[config.mk]
export PLATFORM = sky130hd
export DESIGN_NAME = tqnr_ctrl
export DESIGN_NICKNAME = d
export VERILOG_FILES = /design/src/sv/tqnr_pkg.sv /design/src/sv/tqnr_ctrl.sv
export SDC_FILE = /design/constraint.sdc
export NUM_CORES = 1
export LEC_CHECK = 0
export ABC_AREA = 1
export BUFFER_PORTS_ARGS = -buffer_cell sky130_fd_sc_hd__buf_4
export CORE_AREA = 2 2 39 41
export DETAILED_ROUTE_END_ITERATION = 7
export DIE_AREA = 0 0 41 43
export PLACE_DENSITY = 0.38
export SLEW_MARGIN = 25
export SYNTH_ARGS = -nofsm -noshare
export SYNTH_HDL_FRONTEND = slang
export SYNTH_SLANG_ARGS = --single-unit
[constraint.sdc]
create_clock -name aclk -period 2 [get_ports aclk]
set_input_delay 0.4 -clock aclk [delete_from_list [all_inputs] [get_ports aclk]]
set_output_delay 0.4 -clock aclk [all_outputs]
set_load 0.01 [all_outputs]
[src/sv/tqnr_pkg.sv]
// Shared types, op codes and constants for the tick-quantized note recorder.
// No dependencies; every other file of the block imports this package.
`timescale 1ns / 1ps

package tqnr_pkg;

    // Field widths fixed by the beat formats
    localparam int OP_W         = 3;
    localparam int KEY_W        = 2;
    localparam int PITCH_W      = 10;
    localparam int POS_W        = 9;
    localparam int PITCH_FIELDS = 4;

    // Lockout vector: bits 0..3 note keys, then record, play, assign
    localparam int LOCK_W     = 7;
    localparam int LOCK_IDX_W = 3;
    localparam logic [LOCK_IDX_W-1:0] LOCK_RECORD = 3'd4;
    localparam logic [LOCK_IDX_W-1:0] LOCK_PLAY   = 3'd5;
    localparam logic [LOCK_IDX_W-1:0] LOCK_ASSIGN = 3'd6;

    // Default sizes
    localparam int DEF_STORE_DEPTH = 512;
    localparam int DEF_NOTE_KEYS   = 4;

    // Op codes
    localparam logic [OP_W-1:0] OP_TICK   = 3'd0;
    localparam logic [OP_W-1:0] OP_NOTE   = 3'd1;
    localparam logic [OP_W-1:0] OP_RECORD = 3'd2;
    localparam logic [OP_W-1:0] OP_PLAY   = 3'd3;
    localparam logic [OP_W-1:0] OP_ASSIGN = 3'd4;

    typedef struct packed {
        logic [OP_W-1:0]    op;
        logic [KEY_W-1:0]   key;
        logic [PITCH_W-1:0] pitch_zero;
        logic [PITCH_W-1:0] pitch_one;
        logic [PITCH_W-1:0] pitch_two;
        logic [PITCH_W-1:0] pitch_three;
    } in_beat_t;

    typedef struct packed {
        logic               note_valid;
        logic [PITCH_W-1:0] note_period;
        logic               from_playback;
        logic               is_recording;
        logic               is_playing;
        logic [POS_W-1:0]   position;
    } out_beat_t;

    typedef enum logic [1:0] {
        ST_CLEAR,
        ST_IDLE,
        ST_EXEC
    } ctrl_state_t;

    // Controller to datapath
    typedef struct packed {
        logic capture;     // load the accepted input beat
        logic commit;      // apply the beat and load the output register
        logic clear_step;  // zero one store entry and advance the sweep
    } ctrl_cmd_t;

    // Datapath to controller
    typedef struct packed {
        logic out_free;      // output register can take a beat this cycle
        logic clear_needed;  // held beat starts a recording
        logic clear_done;    // sweep is at the last store entry
    } dp_status_t;

endpackage

[src/sv/tqnr_ctrl.sv]
// Sequencing state machine for the note recorder: clear sweep, accept, execute.
// Depends on tqnr_pkg for the state, command and status types.
`timescale 1ns / 1ps

module tqnr_ctrl (
    input  logic                   aclk,
    input  logic                   aresetn,
    input  logic                   s_valid,
    output logic                   s_ready,
    input  tqnr_pkg::dp_status_t   status,
    output tqnr_pkg::ctrl_cmd_t    cmd,
    output tqnr_pkg::ctrl_state_t  state
);
    import tqnr_pkg::*;

    ctrl_state_t state_reg;
    ctrl_state_t state_next;

    // Hold state; start with a store sweep after reset
    always_ff @(posedge aclk) begin
        if (!aresetn) begin
            state_reg <= ST_CLEAR;
        end else begin
            state_reg <= state_next;
        end
    end

    // Next state
    always_comb begin
        state_next = state_reg;
        case (state_reg)
            ST_CLEAR: begin
                if (status.clear_done) begin
                    state_next = ST_IDLE;
                end
            end
            ST_IDLE: begin
                if (s_valid) begin
                    state_next = ST_EXEC;
                end
            end
            ST_EXEC: begin
                if (status.out_free) begin
                    state_next = status.clear_needed ? ST_CLEAR : ST_IDLE;
                end
            end
            default: begin
                state_next = ST_CLEAR;
            end
        endcase
    end

    // Outputs
    always_comb begin
        s_ready        = 1'b0;
        cmd.capture    = 1'b0;
        cmd.commit     = 1'b0;
        cmd.clear_step = 1'b0;
        case (state_reg)
            ST_CLEAR: begin
                cmd.clear_step = 1'b1;
            end
            ST_IDLE: begin
                s_ready     = 1'b1;
                cmd.capture = s_valid;
            end
            ST_EXEC: begin
                cmd.commit = status.out_free;
            end
            default: begin
                cmd.clear_step = 1'b0;
            end
        endcase
    end

    assign state = state_reg;

endmodule

==> impl_metrics.ini <==
[sta]
finalSetupViolCount = 0
rsz0062_at_grt = no
tightest_slew_ps = 238.0
post-route-period-util_pct = 72.22
timing.slew.headroom_pct = 84.11
tns_ps = 0
period_minus_slack_ps = 1444
drv_slew = 0
setup_ws_ps = 555.7
hold_viol = 0
fin_skew_ps = 0.8817
max_freq_mhz = 692.4

[critical_path]
cp.arrival_ps = 1040
cpLargestDelayFamily = flip-flops
cp-start-kind = flip-flop
critical_path.max_stage_delay_ps = 340
crit_top_cell = inv_1
cp-end-kind = primary output
rr_startpoint = state[0]
path_cells = inv_1 -> nor2_2 -> nand2_1 -> inv_1 -> buf_4
crit_fanout = 4
criticalPathCategory = reg2out
crit_path_start = state[0]
slowest_stage = dfxtp_1
worstPathRequired_ps = 1600
cp_num_buf_inv = 3

[placement]
placed_cells = 48
portBuffers = 11
gp_congestion = 0.6800
hpwl_um = 286.6
pre_cts_ws_ps = 775.3

[clock_network]
cts_num_sinks = 2
post_cts_buffers = 0
clockBufferDepth = 2
clock-root-buffer = clkbuf_4
worstSkewPairLatency_ps = 220
cts_made_buffers = 3
htreeDepth = 1
cts_resized = 0
ctsHoldBuffers = 0
clkTransAtPathRegs_ps = 30
cts_tree = built

[die]
die_h_um = 43
initial_core_util_pct = 8.770
rows = 14
core_area_mm2 = 0.001384
io_pins = 12
die_w_um = 41
die_area_mm2 = 0.001763

[synth]
synth_nets = 27
netlist_area_um2 = 121.4
synthCells = 21
netlist.area_leader.share_pct = 32.99
synth_top_cells_by_area = dfxtp_1 33%, inv_1 19%, nand2_1 19%
ys_types = 7
syn_area_per_cell_um2 = 5.779
synth_area_leader_cell = dfxtp_1
yosysSeqAreaShare_pct = 32.99
synth_warnings = 0
synth-seq-cells = 2

[finish]
utilization_pct = 17.81
syn_to_final_growth_pct = 103.1
diodes = 0
layout-drive-gt1-share_pct = 45.71
fin_cells = 51
nNetsFinal = 43
largest_reg_flops = 2

[pwr]
p_seq_share_pct = 26.2
net-switching-power_w = 0.00004549
pwr-share-comb_pct = 23.6
power_w = 0.0001773
swShare_pct = 25.66
ir_drop_uv = 109.3
internal_power_w = 0.0001318
clockPowerShare_pct = 50.2
p_per_area_mw_per_mm2 = 719.3
p_leak_nw = 0.1429

[worst_hold_path]
worstHoldStart = aresetn
min_path_type = in2reg

[global_routing]
antenna_found_initial = 0
grt_pass1_wl_um = 517
grt_max_degree = 7
grt_pass1_vias = 143
grt_overflow = 0
grt_usage_pct = 5.305

[drt]
drtIter0Drc = 1
drtAntennaViolNets = 0
wirelength_um = 365
wl_per_cell_um = 7.157
dr.pass1.iters = 2
via_per_inst = 3.176
drc = 0
num_vias = 162

[outcome]
status = complete, no violations

[job]
cap_viol_max_count = 0
==> worst paths after layout <==
path / endpoint / slack, ps / cells past startpoint
worst max-delay path: cmd[2] / 560 / 5
worst min-delay path: state[0] / 430 / 3
worst max register to register: state[1] / 1150 / 4
worst min register to register: state[1] / 620 / 2
==> cell type report <==
type	count	area [µm²]
timing repair buffer	11	82.58
tap	16	20.02
clock buffer	3	22.52
multi-input combinational	13	58.81
sequential	2	40.04
fill	166	1137
inverter	6	22.52
==> cells in the mapped netlist <==
cell type  number
nand2_1         6
nor2_2          2
nand3_1         2
a21oi_1         2
nor2_1          1
inv_1           6
dfxtp_1         2
==> routing by layer <==
layer | wire length, µm | global-route usage [%] | part of all wire [%]
met4 | 0 | 8.000 | 0
met1 | 133 | 4.777 | 36
met5 | 0 | 0 | 0
met3 | 50 | 4.712 | 14
met2 | 181 | 5.313 | 50
==> cells by family after synthesis <==
logic type      after synthesis  synth area share [%]
simple gates                 11                 40.20
compound gates                2                 8.248
flops                         2                 32.99
buf+inv                       6                 18.56
==> layout by cell type, fill, tap and decap left out, drive strengths merged <==
cell,n
dfxtp,2
clkbuf,3
nor2,3
buf,11
a21oi,2
nand3,2
nand2,6
inv,6
==> worst min-delay path: stages <==
cell and delay, ps:
buf_4 110, inv_1 60, a21oi_1 40
==> through the flow <==
step	instance area, µm²	hold WS, ps
after floorplan	121.4	531.6
after global placement	224.0	600.4
after detailed placement	224.0	610.5
after CTS	246.5	424.3
after global routing	246.5	435.5
final	246.5	428.3
==> power by group through the flow <==
stage / Clock (W) / Combinational (W) / Sequential, W
4_1_cts: 0.0000939 / 0.0000428 / 0.0000465
2_1_floorplan: 0 / 0.0000176 / 0.0000481
3_3_place_gp: 0 / 0.0000429 / 0.0000469
6_report: 0.0000890 / 0.0000418 / 0.0000465
5_1_grt: 0.000100 / 0.0000458 / 0.0000468
3_5_place_dp: 0 / 0.0000427 / 0.0000470
Power figures use the tool's default switching activity.
